<file path="config.mk">
export PLATFORM = sky130hd
export DESIGN_NAME = per_source_login_lockout_flat
export DESIGN_NICKNAME = d
export VERILOG_FILES = /design/src/rtl/core/psll_pkg.sv /design/src/rtl/core/psll_req_if.sv /design/src/rtl/core/psll_rsp_if.sv /design/src/rtl/core/psll_div.sv /design/src/rtl/core/psll_datapath.sv /design/src/rtl/core/psll_ctrl.sv /design/src/rtl/core/per_source_login_lockout.sv /design/src/flat_wrapper.sv
export SDC_FILE = /design/constraint.sdc
export NUM_CORES = 2
export LEC_CHECK = 0
export BUFFER_PORTS_ARGS = -buffer_cell sky130_fd_sc_hd__buf_2
export CELL_PAD_IN_SITES_DETAIL_PLACEMENT = 1
export CELL_PAD_IN_SITES_GLOBAL_PLACEMENT = 1
export CORE_ASPECT_RATIO = 0.5
export CORE_MARGIN = 10
export CORE_UTILIZATION = 54
export CTS_CLUSTER_DIAMETER = 40
export CTS_CLUSTER_SIZE = 14
export DETAILED_ROUTE_END_ITERATION = 7
export PLACE_DENSITY = 0.9
export SKIP_LAST_GASP = 1
export SYNTH_ARGS = -nofsm -noshare
export SYNTH_HDL_FRONTEND = slang
export SYNTH_SLANG_ARGS = --single-unit
</file>
<file path="constraint.sdc">
create_clock -name clk -period 14.2 [get_ports clk]
set_input_delay 1.42 -clock clk [delete_from_list [all_inputs] [get_ports clk]]
set_output_delay 1.42 -clock clk [all_outputs]
set_load 0.03 [all_outputs]
</file>
<file path="src/rtl/core/psll_pkg.sv">
// Shared types, constants and codes for the per-source login lockout block.
// No dependencies; every other file of the block uses this package.
`timescale 1ns / 1ps

package psll_pkg;

	// Table depth default
	localparam int TABLE_ENTRIES_DEF = 8;

	// Field widths
	localparam int ADDR_W      = 32;
	localparam int TIME_W      = 32;
	localparam int COUNT_W     = 8;
	localparam int WAIT_W      = 23;
	localparam int VERDICT_W   = 2;
	localparam int CFG_DATA_W  = 32;
	localparam int CFG_INDEX_W = 2;

	// Register indexes on the configuration port
	localparam logic [CFG_INDEX_W-1:0] REG_AUTH_ENABLED = 2'd0;
	localparam logic [CFG_INDEX_W-1:0] REG_MAX_FAILS    = 2'd1;
	localparam logic [CFG_INDEX_W-1:0] REG_LOCK_MS      = 2'd2;

	// Register reset values
	localparam logic [COUNT_W-1:0] MAX_FAILS_RESET = 8'd5;
	localparam logic [TIME_W-1:0]  LOCK_MS_RESET   = 32'd60000;

	// Wait saturation in whole seconds
	localparam logic [WAIT_W-1:0] WAIT_MAX = 23'd4294967;

	// Millisecond to second conversion
	localparam int MS_PER_S    = 1000;
	localparam int MS_ROUND_UP = 999;

	// Radix-16 divider by a constant: 9 digits of 4 bits cover a 33-bit dividend
	localparam int DIV_IN_W    = TIME_W + 1;
	localparam int DIV_DIGIT_W = 4;
	localparam int DIV_DIGITS  = (DIV_IN_W + DIV_DIGIT_W - 1) / DIV_DIGIT_W;
	localparam int DIV_NUM_W   = DIV_DIGITS * DIV_DIGIT_W;
	localparam int DIV_REM_W   = $clog2(MS_PER_S);
	localparam int DIV_TRIAL_W = DIV_REM_W + 1;

	typedef enum logic [VERDICT_W-1:0] {
		VERDICT_UNCONFIGURED = 2'd0,
		VERDICT_LOCKED       = 2'd1,
		VERDICT_FAILED       = 2'd2,
		VERDICT_ACCEPTED     = 2'd3
	} verdict_t;

	// One source entry of the table
	typedef struct packed {
		logic [ADDR_W-1:0]  addr;
		logic [COUNT_W-1:0] fail_count;
		logic [TIME_W-1:0]  lock_until;
		logic [TIME_W-1:0]  last_fail;
	} entry_t;

	// Controller to datapath
	typedef struct packed {
		logic load;
		logic scan;
		logic decide;
		logic update;
		logic div_start;
		logic emit;
	} psll_cmd_t;

	// Datapath to controller
	typedef struct packed {
		logic auth_en;
		logic scan_last;
		logic emit_needed;
		logic div_done;
		logic out_free;
	} psll_status_t;

	typedef enum logic [2:0] {
		ST_IDLE,
		ST_SCAN,
		ST_DRAIN,
		ST_DECIDE,
		ST_UPDATE,
		ST_DIVGO,
		ST_DIV,
		ST_RESULT
	} state_t;

endpackage

</file>
<file path="src/rtl/core/psll_req_if.sv">
// Attempt channel: valid/ready handshake carrying one login attempt word.
// Depends on psll_pkg for field widths.
`timescale 1ns / 1ps

interface psll_req_if;
	logic                        valid;
	logic                        ready;
	logic [psll_pkg::ADDR_W-1:0] source_ip;
	logic [psll_pkg::TIME_W-1:0] now_ms;
	logic                        nonce_present;
	logic                        attempt_ok;

	modport source (output valid, output source_ip, output now_ms,
		output nonce_present, output attempt_ok, input ready);
	modport sink (input valid, input source_ip, input now_ms,
		input nonce_present, input attempt_ok, output ready);
endinterface

</file>
<file path="src/rtl/core/psll_rsp_if.sv">
// Result channel: valid/ready handshake carrying one verdict word.
// Depends on psll_pkg for field widths.
`timescale 1ns / 1ps

interface psll_rsp_if;
	logic                           valid;
	logic                           ready;
	logic [psll_pkg::VERDICT_W-1:0] verdict;
	logic [psll_pkg::WAIT_W-1:0]    wait_seconds;

	modport source (output valid, output verdict, output wait_seconds, input ready);
	modport sink (input valid, input verdict, input wait_seconds, output ready);
endinterface

</file>
<file path="src/rtl/core/psll_div.sv">
// Iterative divider by the constant 1000, four quotient bits per cycle.
// Depends on psll_pkg for widths and the divisor.
`timescale 1ns / 1ps

module psll_div (
	input  logic                           clk,
	input  logic                           arst_n,
	input  logic                           start,
	input  logic [psll_pkg::DIV_IN_W-1:0]  dividend,
	output logic                           done,
	output logic [psll_pkg::DIV_NUM_W-1:0] quotient
);
	import psll_pkg::*;

	localparam int CNT_W = (DIV_DIGITS > 1) ? $clog2(DIV_DIGITS) : 1;
	localparam logic [CNT_W-1:0] CNT_LAST = CNT_W'(DIV_DIGITS - 1);
	localparam logic [DIV_TRIAL_W-1:0] DIVISOR = DIV_TRIAL_W'(MS_PER_S);

	logic                   busy_q;
	logic [CNT_W-1:0]       cnt_q;
	logic [DIV_NUM_W-1:0]   num_q;
	logic [DIV_REM_W-1:0]   rem_q;
	logic [DIV_NUM_W-1:0]   num_n;
	logic [DIV_REM_W-1:0]   rem_n;

	// One radix-16 digit: four restoring compare-subtract steps
	always_comb begin
		logic [DIV_TRIAL_W-1:0] trial;
		rem_n = rem_q;
		num_n = num_q;
		for (int k = 0; k < DIV_DIGIT_W; k++) begin
			trial = {rem_n, num_n[DIV_NUM_W-1]};
			num_n = {num_n[DIV_NUM_W-2:0], 1'b0};
			if (trial >= DIVISOR) begin
				rem_n    = DIV_REM_W'(trial - DIVISOR);
				num_n[0] = 1'b1;
			end else begin
				rem_n = trial[DIV_REM_W-1:0];
			end
		end
	end

	// Sequence the digits
	always_ff @(posedge clk or negedge arst_n) begin
		if (!arst_n) begin
			busy_q <= 1'b0;
			cnt_q  <= '0;
		end else if (start) begin
			busy_q <= 1'b1;
			cnt_q  <= '0;
		end else if (busy_q) begin
			if (cnt_q == CNT_LAST) begin
				busy_q <= 1'b0;
			end else begin
				cnt_q <= cnt_q + CNT_W'(1);
			end
		end
	end

	// Shift dividend out and quotient in
	always_ff @(posedge clk) begin
		if (start) begin
			num_q <= DIV_NUM_W'(dividend);
			rem_q <= '0;
		end else if (busy_q) begin
			num_q <= num_n;
			rem_q <= rem_n;
		end
	end

	assign done     = busy_q && (cnt_q == CNT_LAST);
	assign quotient = num_q;

endmodule

</file>
<file path="src/rtl/core/psll_datapath.sv">
// Datapath: configuration registers, source table, scan, update and result register.
// Depends on psll_pkg and instantiates psll_div.
`timescale 1ns / 1ps

module psll_datapath #(
	parameter int TABLE_ENTRIES = psll_pkg::TABLE_ENTRIES_DEF
) (
	input  logic                             clk,
	input  logic                             arst_n,
	input  psll_pkg::psll_cmd_t              cmd,
	output psll_pkg::psll_status_t           status,
	input  logic                             cfg_we,
	input  logic [psll_pkg::CFG_INDEX_W-1:0] cfg_index,
	input  logic [psll_pkg::CFG_DATA_W-1:0]  cfg_data,
	input  logic [psll_pkg::ADDR_W-1:0]      in_source_ip,
	input  logic [psll_pkg::TIME_W-1:0]      in_now_ms,
	input  logic                             in_nonce_present,
	input  logic                             in_attempt_ok,
	output logic                             out_valid,
	input  logic                             out_ready,
	output logic [psll_pkg::VERDICT_W-1:0]   out_verdict,
	output logic [psll_pkg::WAIT_W-1:0]      out_wait_seconds
);
	import psll_pkg::*;

	localparam int IDX_W = (TABLE_ENTRIES > 1) ? $clog2(TABLE_ENTRIES) : 1;
	localparam logic [IDX_W-1:0] IDX_LAST = IDX_W'(TABLE_ENTRIES - 1);

	// Configuration
	logic               auth_en_q;
	logic [COUNT_W-1:0] max_fails_q;
	logic [TIME_W-1:0]  lock_ms_q;

	// Captured attempt
	logic               auth_q;
	logic [ADDR_W-1:0]  ip_q;
	logic [TIME_W-1:0]  now_q;
	logic               nonce_q;
	logic               ok_q;

	// Table storage
	entry_t             entry_mem_q [TABLE_ENTRIES];
	logic [TABLE_ENTRIES-1:0] valid_q;
	logic               wr_en;
	entry_t             wr_entry;

	// Scan pipeline
	logic [IDX_W-1:0]   scan_idx_q;
	entry_t             rd_s1;
	logic               rd_valid_s1;
	logic [IDX_W-1:0]   rd_idx_s1;
	logic               rd_live_s1;
	entry_t             rd_entry;

	// Scan results
	logic               found_q;
	logic [IDX_W-1:0]   match_idx_q;
	entry_t             match_ent_q;
	logic               free_found_q;
	logic [IDX_W-1:0]   free_idx_q;
	logic [IDX_W-1:0]   oldest_idx_q;
	logic [TIME_W-1:0]  oldest_last_q;

	// Selected entry and decisions
	logic [IDX_W-1:0]   sel_idx_q;
	entry_t             cur_q;
	logic               locked_q;
	logic               limit_hit_q;
	logic [DIV_IN_W-1:0] div_operand_q;

	// Update logic
	logic               locked;
	logic [COUNT_W-1:0] base_cnt;
	logic [COUNT_W-1:0] fail_cnt;
	logic               limit_hit;
	logic [TIME_W-1:0]  lock_sum;
	logic [TIME_W-1:0]  lock_new;
	logic [DIV_IN_W-1:0] div_operand;

	// Divider and result
	logic                 div_done;
	logic [DIV_NUM_W-1:0] quotient;
	logic [WAIT_W-1:0]    wait_sat;
	logic                 out_valid_q;
	verdict_t             out_verdict_q;
	logic [WAIT_W-1:0]    out_wait_q;

	// Configuration writes
	always_ff @(posedge clk or negedge arst_n) begin
		if (!arst_n) begin
			auth_en_q   <= 1'b0;
			max_fails_q <= MAX_FAILS_RESET;
			lock_ms_q   <= LOCK_MS_RESET;
		end else if (cfg_we) begin
			case (cfg_index)
				REG_AUTH_ENABLED: auth_en_q   <= cfg_data[0];
				REG_MAX_FAILS:    max_fails_q <= cfg_data[COUNT_W-1:0];
				REG_LOCK_MS:      lock_ms_q   <= cfg_data[TIME_W-1:0];
				default: ;
			endcase
		end
	end

	// Capture the attempt word
	always_ff @(posedge clk) begin
		if (cmd.load) begin
			auth_q  <= auth_en_q;
			ip_q    <= in_source_ip;
			now_q   <= in_now_ms;
			nonce_q <= in_nonce_present;
			ok_q    <= in_attempt_ok;
		end
	end

	// Table memory: one write port, one registered read port
	always_ff @(posedge clk) begin
		if (wr_en) begin
			entry_mem_q[sel_idx_q] <= wr_entry;
		end
		if (cmd.scan) begin
			rd_s1 <= entry_mem_q[scan_idx_q];
		end
	end

	// Entry valid bits: an entry never written reads as all zero
	always_ff @(posedge clk or negedge arst_n) begin
		if (!arst_n) begin
			valid_q <= '0;
		end else if (wr_en) begin
			valid_q[sel_idx_q] <= 1'b1;
		end
	end

	// Scan address and read pipeline flags
	always_ff @(posedge clk or negedge arst_n) begin
		if (!arst_n) begin
			scan_idx_q <= '0;
			rd_live_s1 <= 1'b0;
		end else begin
			rd_live_s1 <= cmd.scan;
			if (cmd.load) begin
				scan_idx_q <= '0;
			end else if (cmd.scan && (scan_idx_q != IDX_LAST)) begin
				scan_idx_q <= scan_idx_q + IDX_W'(1);
			end
		end
	end

	always_ff @(posedge clk) begin
		if (cmd.scan) begin
			rd_valid_s1 <= valid_q[scan_idx_q];
			rd_idx_s1   <= scan_idx_q;
		end
	end

	assign rd_entry = rd_valid_s1 ? rd_s1 : '0;

	// Track first match, first free entry and oldest last-fail
	always_ff @(posedge clk or negedge arst_n) begin
		if (!arst_n) begin
			found_q      <= 1'b0;
			free_found_q <= 1'b0;
		end else if (cmd.load) begin
			found_q      <= 1'b0;
			free_found_q <= 1'b0;
		end else if (rd_live_s1) begin
			if (!found_q && (rd_entry.addr == ip_q)) begin
				found_q <= 1'b1;
			end
			if (!free_found_q && (rd_entry.addr == '0)) begin
				free_found_q <= 1'b1;
			end
		end
	end

	always_ff @(posedge clk) begin
		if (rd_live_s1) begin
			if (!found_q && (rd_entry.addr == ip_q)) begin
				match_idx_q <= rd_idx_s1;
				match_ent_q <= rd_entry;
			end
			if (!free_found_q && (rd_entry.addr == '0)) begin
				free_idx_q <= rd_idx_s1;
			end
			if ((rd_idx_s1 == '0) || (rd_entry.last_fail < oldest_last_q)) begin
				oldest_idx_q  <= rd_idx_s1;
				oldest_last_q <= rd_entry.last_fail;
			end
		end
	end

	// Choose the entry; a fresh entry starts clear with last-fail at now
	always_ff @(posedge clk) begin
		if (cmd.decide) begin
			if (found_q) begin
				sel_idx_q <= match_idx_q;
				cur_q     <= match_ent_q;
			end else begin
				sel_idx_q <= free_found_q ? free_idx_q : oldest_idx_q;
				cur_q     <= '{addr: ip_q, fail_count: '0, lock_until: '0,
					last_fail: now_q};
			end
		end
	end

	// Lock check, expiry, failure count and new lock end
	always_comb begin
		locked    = (cur_q.lock_until != '0) && (now_q < cur_q.lock_until);
		base_cnt  = (cur_q.lock_until != '0) ? '0 : cur_q.fail_count;
		fail_cnt  = base_cnt + COUNT_W'(1);
		limit_hit = nonce_q && !ok_q && (fail_cnt >= max_fails_q);
		lock_sum  = now_q + lock_ms_q;
		lock_new  = (lock_sum == '0) ? TIME_W'(1) : lock_sum;

		wr_entry = cur_q;
		if (!locked) begin
			wr_entry.fail_count = base_cnt;
			wr_entry.lock_until = '0;
			if (nonce_q) begin
				if (!ok_q) begin
					wr_entry.last_fail = now_q;
					if (limit_hit) begin
						wr_entry.fail_count = '0;
						wr_entry.lock_until = lock_new;
					end else begin
						wr_entry.fail_count = fail_cnt;
					end
				end else begin
					wr_entry.fail_count = '0;
				end
			end
		end

		if (locked) begin
			div_operand = {1'b0, cur_q.lock_until - now_q} + DIV_IN_W'(MS_ROUND_UP);
		end else begin
			div_operand = {1'b0, lock_ms_q};
		end
	end

	assign wr_en = cmd.update;

	// Hold the decisions for the result
	always_ff @(posedge clk) begin
		if (cmd.update) begin
			locked_q      <= locked;
			limit_hit_q   <= limit_hit && !locked;
			div_operand_q <= div_operand;
		end
	end

	psll_div u_div (
		.clk      (clk),
		.arst_n   (arst_n),
		.start    (cmd.div_start),
		.dividend (div_operand_q),
		.done     (div_done),
		.quotient (quotient)
	);

	assign wait_sat = (quotient > DIV_NUM_W'(WAIT_MAX)) ? WAIT_MAX : quotient[WAIT_W-1:0];

	// Result register: holds a word while the next attempt is taken
	always_ff @(posedge clk or negedge arst_n) begin
		if (!arst_n) begin
			out_valid_q <= 1'b0;
		end else if (cmd.emit) begin
			out_valid_q <= 1'b1;
		end else if (out_ready) begin
			out_valid_q <= 1'b0;
		end
	end

	always_ff @(posedge clk) begin
		if (cmd.emit) begin
			if (!auth_q) begin
				out_verdict_q <= VERDICT_UNCONFIGURED;
				out_wait_q    <= '0;
			end else if (locked_q) begin
				out_verdict_q <= VERDICT_LOCKED;
				out_wait_q    <= wait_sat;
			end else if (!ok_q) begin
				out_verdict_q <= VERDICT_FAILED;
				out_wait_q    <= limit_hit_q ? wait_sat : '0;
			end else begin
				out_verdict_q <= VERDICT_ACCEPTED;
				out_wait_q    <= '0;
			end
		end
	end

	assign out_valid        = out_valid_q;
	assign out_verdict      = out_verdict_q;
	assign out_wait_seconds = out_wait_q;

	assign status.auth_en     = auth_en_q;
	assign status.scan_last   = (scan_idx_q == IDX_LAST);
	assign status.emit_needed = locked_q || nonce_q;
	assign status.div_done    = div_done;
	assign status.out_free    = !out_valid_q || out_ready;

endmodule

</file>
<file path="src/rtl/core/psll_ctrl.sv">
// Controller state machine: sequences capture, table scan, update, divide and result.
// Depends on psll_pkg for the state, command and status types.
`timescale 1ns / 1ps

module psll_ctrl (
	input  logic                   clk,
	input  logic                   arst_n,
	input  logic                   in_valid,
	output logic                   in_ready,
	input  psll_pkg::psll_status_t status,
	output psll_pkg::psll_cmd_t    cmd
);
	import psll_pkg::*;

	state_t state_q;
	state_t state_n;

	// State register
	always_ff @(posedge clk or negedge arst_n) begin
		if (!arst_n) begin
			state_q <= ST_IDLE;
		end else begin
			state_q <= state_n;
		end
	end

	// Next state and commands
	always_comb begin
		state_n  = state_q;
		cmd      = '0;
		in_ready = 1'b0;
		case (state_q)
			ST_IDLE: begin
				in_ready = 1'b1;
				if (in_valid) begin
					cmd.load = 1'b1;
					state_n  = status.auth_en ? ST_SCAN : ST_RESULT;
				end
			end
			ST_SCAN: begin
				cmd.scan = 1'b1;
				if (status.scan_last) begin
					state_n = ST_DRAIN;
				end
			end
			ST_DRAIN: begin
				state_n = ST_DECIDE;
			end
			ST_DECIDE: begin
				cmd.decide = 1'b1;
				state_n    = ST_UPDATE;
			end
			ST_UPDATE: begin
				cmd.update = 1'b1;
				state_n    = ST_DIVGO;
			end
			ST_DIVGO: begin
				if (status.emit_needed) begin
					cmd.div_start = 1'b1;
					state_n       = ST_DIV;
				end else begin
					state_n = ST_IDLE;
				end
			end
			ST_DIV: begin
				if (status.div_done) begin
					state_n = ST_RESULT;
				end
			end
			ST_RESULT: begin
				if (status.out_free) begin
					cmd.emit = 1'b1;
					state_n  = ST_IDLE;
				end
			end
			default: begin
				state_n = ST_IDLE;
			end
		endcase
	end

endmodule

</file>
<file path="src/rtl/core/per_source_login_lockout.sv">
// Top level of the per-source login lockout table: controller plus datapath.
// Depends on psll_pkg, psll_req_if, psll_rsp_if, psll_ctrl and psll_datapath.
`timescale 1ns / 1ps

// Each attempt word is handled on its own. With authentication enabled the block scans the
// table one entry per cycle through a single registered read port, picks and rewrites the
// entry, then converts milliseconds to seconds in a radix-16 divider. An attempt that
// yields a verdict puts its result word on the output once the divide is done and the
// output register is free. One without a nonce and without a lock yields nothing, and the
// input is ready again after the update. With authentication disabled the block goes from
// capture straight to the result, with no scan or divide. The result sits in an output
// register, so the next attempt is taken while it waits. The table reads as empty after
// reset through per-entry valid bits, with no clearing pass.
module per_source_login_lockout #(
	parameter int TABLE_ENTRIES = psll_pkg::TABLE_ENTRIES_DEF
) (
	input  logic                             clk,
	input  logic                             arst_n,
	psll_req_if.sink                         req,
	psll_rsp_if.source                       rsp,
	input  logic                             cfg_we,
	input  logic [psll_pkg::CFG_INDEX_W-1:0] cfg_index,
	input  logic [psll_pkg::CFG_DATA_W-1:0]  cfg_data
);
	import psll_pkg::*;

	psll_cmd_t    cmd;
	psll_status_t status;

	psll_ctrl u_ctrl (
		.clk      (clk),
		.arst_n   (arst_n),
		.in_valid (req.valid),
		.in_ready (req.ready),
		.status   (status),
		.cmd      (cmd)
	);

	psll_datapath #(
		.TABLE_ENTRIES (TABLE_ENTRIES)
	) u_datapath (
		.clk              (clk),
		.arst_n           (arst_n),
		.cmd              (cmd),
		.status           (status),
		.cfg_we           (cfg_we),
		.cfg_index        (cfg_index),
		.cfg_data         (cfg_data),
		.in_source_ip     (req.source_ip),
		.in_now_ms        (req.now_ms),
		.in_nonce_present (req.nonce_present),
		.in_attempt_ok    (req.attempt_ok),
		.out_valid        (rsp.valid),
		.out_ready        (rsp.ready),
		.out_verdict      (rsp.verdict),
		.out_wait_seconds (rsp.wait_seconds)
	);

endmodule

</file>
<file path="src/flat_wrapper.sv">
// flat-port wrapper written by rule: the top's interface ports become plain ports
module per_source_login_lockout_flat import psll_pkg::*;
#(
	parameter int TABLE_ENTRIES = psll_pkg::TABLE_ENTRIES_DEF
)
  (clk, arst_n, cfg_we, cfg_index, cfg_data, req_valid, req_source_ip, req_now_ms, req_nonce_present, req_attempt_ok, req_ready, rsp_valid, rsp_verdict, rsp_wait_seconds, rsp_ready);
  psll_req_if req_i ();
  psll_rsp_if rsp_i ();
  input  logic clk;
  input  logic arst_n;
  input  logic cfg_we;
  input  logic [psll_pkg::CFG_INDEX_W-1:0] cfg_index;
  input  logic [psll_pkg::CFG_DATA_W-1:0] cfg_data;
  input wire logic [$bits(req_i.valid)-1:0] req_valid;
  input wire logic [$bits(req_i.source_ip)-1:0] req_source_ip;
  input wire logic [$bits(req_i.now_ms)-1:0] req_now_ms;
  input wire logic [$bits(req_i.nonce_present)-1:0] req_nonce_present;
  input wire logic [$bits(req_i.attempt_ok)-1:0] req_attempt_ok;
  output wire logic [$bits(req_i.ready)-1:0] req_ready;
  output wire logic [$bits(rsp_i.valid)-1:0] rsp_valid;
  output wire logic [$bits(rsp_i.verdict)-1:0] rsp_verdict;
  output wire logic [$bits(rsp_i.wait_seconds)-1:0] rsp_wait_seconds;
  input wire logic [$bits(rsp_i.ready)-1:0] rsp_ready;
  assign req_i.valid = req_valid;
  assign req_i.source_ip = req_source_ip;
  assign req_i.now_ms = req_now_ms;
  assign req_i.nonce_present = req_nonce_present;
  assign req_i.attempt_ok = req_attempt_ok;
  assign req_ready = req_i.ready;
  assign rsp_valid = rsp_i.valid;
  assign rsp_verdict = rsp_i.verdict;
  assign rsp_wait_seconds = rsp_i.wait_seconds;
  assign rsp_i.ready = rsp_ready;
  per_source_login_lockout #(.TABLE_ENTRIES(TABLE_ENTRIES)) u_core (.clk(clk), .arst_n(arst_n), .req(req_i), .rsp(rsp_i), .cfg_we(cfg_we), .cfg_index(cfg_index), .cfg_data(cfg_data));
endmodule
</file>
==> flow_metrics.tcl <==
set metrics [dict create \
    run_status "finished clean" \
    die_w_um 492 \
    yosysSeqAreaShare_pct 70.7 \
    syn_nets 3758 \
    antenna_found_initial 7 \
    drt-vias-per-instance 6.59 \
    rows 86 \
    p_leak_nw 22.4 \
    timing.rr.start "u_core.u_datapath.cur_q[48]" \
    power_density_nw_per_um2 203 \
    die-area_um2 126000 \
    muxShareOfSynthArea_pct 12.4 \
    required_ns 14.57 \
    syn-mean-instance-area_um2 17.0 \
    path_cells "nor4_1 -> nand4_1 -> or2_2 -> nor2_1 -> ha_1 -> ha_1 -> a21o_1 -> a21o_1 -> a21o_1 -> a21oi_1 -> nor2b_1 -> o21ai_0 -> nand2b_1 -> a21oi_1 -> or3_1 -> inv_1 -> a22oi_1 -> o21ai_0" \
    netlist_instances 3540 \
    reg2reg_slack_ns 7.75 \
    holdPathStages 1 \
    detail-route-antenna-nets 0 \
    areaGrowthSynthToFinish_pct 10.4 \
    setup_viol 0 \
    drv_slew 0 \
    cp.arrival_ns 6.82 \
    cp.depth 18 \
    tightest_slew_ns 1.28 \
    post_cts_buffers 0 \
    synth_cell_types 94 \
    final_core_util_pct 60.1 \
    clkTransAtPathRegs_ns 0.07 \
    hp-class "flip-flop to flip-flop" \
    worst-r2r-cell-count 18 \
    max_freq_mhz 155 \
    fin_skew_ns 0.0558 \
    maxCapViolCount 0 \
    synthAdderAreaFrac_pct 2.38 \
    finalHoldViolations 0 \
    synthSimpleGateAreaFrac_pct 6.20 \
    synth_compound_area_share_pct 4.74 \
    min_period_ns 6.45 \
    routabilityCongestion 0.970 \
    dp_cells 5078 \
    worstReg2RegEnd "u_core.u_datapath.entry_mem_q[2][32]" \
    finalNetCount 3923 \
    seq_area_um2 42500 \
    clkSinkCount 1429 \
    cts_root_buf "clkbuf_16" \
    max_stage_delay_ns 0.73 \
    synth_warnings 0 \
    dr.pass1.iters 6 \
    critPathMaxFanout 14 \
    htree_num_levels 3 \
    syn_area_um2 60100 \
    fillers 9755 \
    coreArea_um2 110000 \
    synth_seq_cells 1429 \
    path_common_cell "a21o_1" \
    synthXorXnorAreaFrac_pct 1.94 \
    min_from "u_core.u_datapath.valid_q[4]" \
    vias 34800 \
    end_kind "flip-flop" \
    cp-start-kind "flip-flop" \
    initial_core_util_pct 54.5 \
    cts_resized 0 \
    wl_mm 176 \
    timing.slew.headroom_pct 14.8 \
    grt_pass1_vias 37200 \
    pre_cts_ws_ns 8.16 \
    synth_top_family_by_area "multiplexers" \
    synth_ff_type "edfxtp_1" \
    ys_async_sr_fraction_pct 4.48 \
    holdBufCountCts 0 \
    io_pins 132 \
    finalNonFillerCells 5279 \
    cts_tree "done" \
    clock_path_buffers 3 \
    dp_hpwl_mm 109 \
    overflow 0 \
    gr-usage-all-layers_pct 27.5 \
    cts_made_buffers 121 \
    irDropWorstVdd_mv 0.160 \
    min_to "u_core.u_datapath.valid_q[4]" \
    timing.final.crit_share_pct 45.4 \
    worst-path-buf-inv 1 \
    path_class "flip-flop to flip-flop" \
    setup_tns_ns 0 \
    cpMaxStageDelayCell "a21oi_1" \
    synth_edf_count 1352 \
    rsz0062_at_grt "no" \
    portBuffers 131 \
    clk_latency_ns 0.79 \
    wl_per_cell_um 33.3 \
    grt_pass1_wl_mm 258 \
    grt_max_degree 142 \
    die_h_um 256 \
    crit_family "compound AO/OA/AOI/OAI gates" \
    multiInputGateArea_um2 16700 \
    layout_setup_ws_ns 7.75 \
    drive_gt1_share_pct 22.3 \
    drt_iter0_drc 4382 \
    remaining_drc_errors 0 \
]
## area by class of cell
cell class / count / share of cell area [%]
antenna: 1 / 0.00378
clock buffer: 169 / 4.92
clock inverter: 31 / 0.693
inverter: 119 / 0.674
multi-input combinational: 1850 / 25.2
sequential: 1429 / 64.1
tap: 1496 / 2.82
timing repair buffer: 184 / 1.61
## synth_stat cells, drive strengths merged (9+ instances only)
cell	count	share of area, %
edfxtp	1352	68
nor3	31	0.26
and2	169	1.8
nor2	116	0.73
buf	36	0.26
o21bai	12	0.15
xor2	45	0.68
nand3	42	0.35
clkbuf	106	0.66
and3	11	0.12
dfxtp	13	0.43
o21ai	129	1.1
nand2	191	1.2
a21oi	110	0.92
dfstp	9	0.39
a32o	10	0.17
nor2b	19	0.20
o21a	13	0.16
nor4	33	0.35
nand2b	25	0.26
mux2i	13	0.24
xnor2	86	1.3
a22o	11	0.16
o211ai	16	0.20
a31oi	15	0.18
dfrtp	55	2.3
a21o	58	0.72
mux2	227	4.3
ha	111	2.3
nand4	32	0.33
mux4	210	7.9
inv	119	0.74
or2	11	0.11
## cells by family (layout without fill, tap and decap cells)
group,after synthesis,count (layout)
compound gates,438,438
xor+xnor,131,131
fa+ha+maj,113,113
buf+inv,261,503
flops,1429,1429
mux,450,450
other cells,0,1
simple gates,718,718
## worst reg2reg max path, stage by stage, from the launching register on
cell	delay, ns
edfxtp_1	0.43
nor4_1	0.63
nand4_1	0.38
or2_2	0.54
nor2_1	0.26
ha_1	0.33
ha_1	0.32
a21o_1	0.17
a21o_1	0.18
a21o_1	0.17
a21oi_1	0.16
nor2b_1	0.06
o21ai_0	0.18
nand2b_1	0.08
a21oi_1	0.73
or3_1	0.25
inv_1	0.44
a22oi_1	0.36
o21ai_0	0.40
## through the flow
stage / hold slack (ns) / total power [mW] / area (um^2)
final: 0.472 / 13.4 / 66300
after global routing: 0.496 / 13.9 / 66300
after CTS: 0.472 / 13.4 / 66300
after detailed placement: 0.456 / 10.0 / 62600
after global placement: 0.447 / 9.73 / 62600
after floorplan: 0.434 / 8.67 / 60100
## sequential cells by signal (all words and copies together) (netlist names), 10 cells and up
signal                              count
u_core.u_datapath.oldest_last_q        32
u_core.u_datapath.div_operand_q        33
u_core.u_datapath.ip_q                 32
u_core.u_datapath.match_ent_q         104
u_core.u_datapath.u_div.quotient       36
u_core.u_datapath.cur_q               104
u_core.u_datapath.u_div.rem_q          10
u_core.u_datapath.out_wait_seconds     23
u_core.u_datapath.lock_ms_q            32
u_core.u_datapath.now_q                32
u_core.u_datapath.entry_mem_q         832
u_core.u_datapath.rd_s1               104
## cell usage in the layout (no fill, tap or decap), types with 42 or more instances in the layout
master and n:
a21o_1 58, a21oi_1 109, and2_1 168, buf_2 130, buf_4 53, clkbuf_1 44, clkbuf_16 122, dfrtp_1 51
edfxtp_1 1352, ha_1 111, inv_1 119, mux2_2 227, mux4_2 210, nand2_1 191, nand3_1 42, nor2_1 105
o21ai_0 121, xnor2_1 86, xor2_1 43
## worst max-delay path by stage
stage          slack [ns]                              endpoint                        start
6_report             7.75  u_core.u_datapath.entry_mem_q[2][32]  u_core.u_datapath.cur_q[48]
5_1_grt              7.68  u_core.u_datapath.entry_mem_q[2][32]  u_core.u_datapath.cur_q[52]
4_1_cts              8.08  u_core.u_datapath.entry_mem_q[2][32]  u_core.u_datapath.cur_q[52]
3_5_place_dp         8.16  u_core.u_datapath.entry_mem_q[1][32]  u_core.u_datapath.cur_q[48]
3_3_place_gp         8.50  u_core.u_datapath.entry_mem_q[4][32]  u_core.u_datapath.cur_q[48]
2_1_floorplan        2.66          u_core.u_datapath.valid_q[1]     u_core.u_ctrl.state_q[1]
## power by group
| group | internal, mW | total, mW | switching [mW] |
|---|---|---|---|
| logic | 1.55 | 4.04 | 2.49 |
| registers | 5.58 | 6.09 | 0.511 |
| clock network | 1.73 | 3.29 | 1.56 |
## routing by layer
layer / global-route usage, % / vias up / part of all wire [%]
li1: - / 14100 / -
met5: 0 / - / 0.015
met4: 11.7 / 4 / 4.6
met3: 5.32 / 479 / 8.8
met2: 45.3 / 2085 / 49
met1: 35.8 / 18200 / 38
Power figures use the tool's default switching activity.
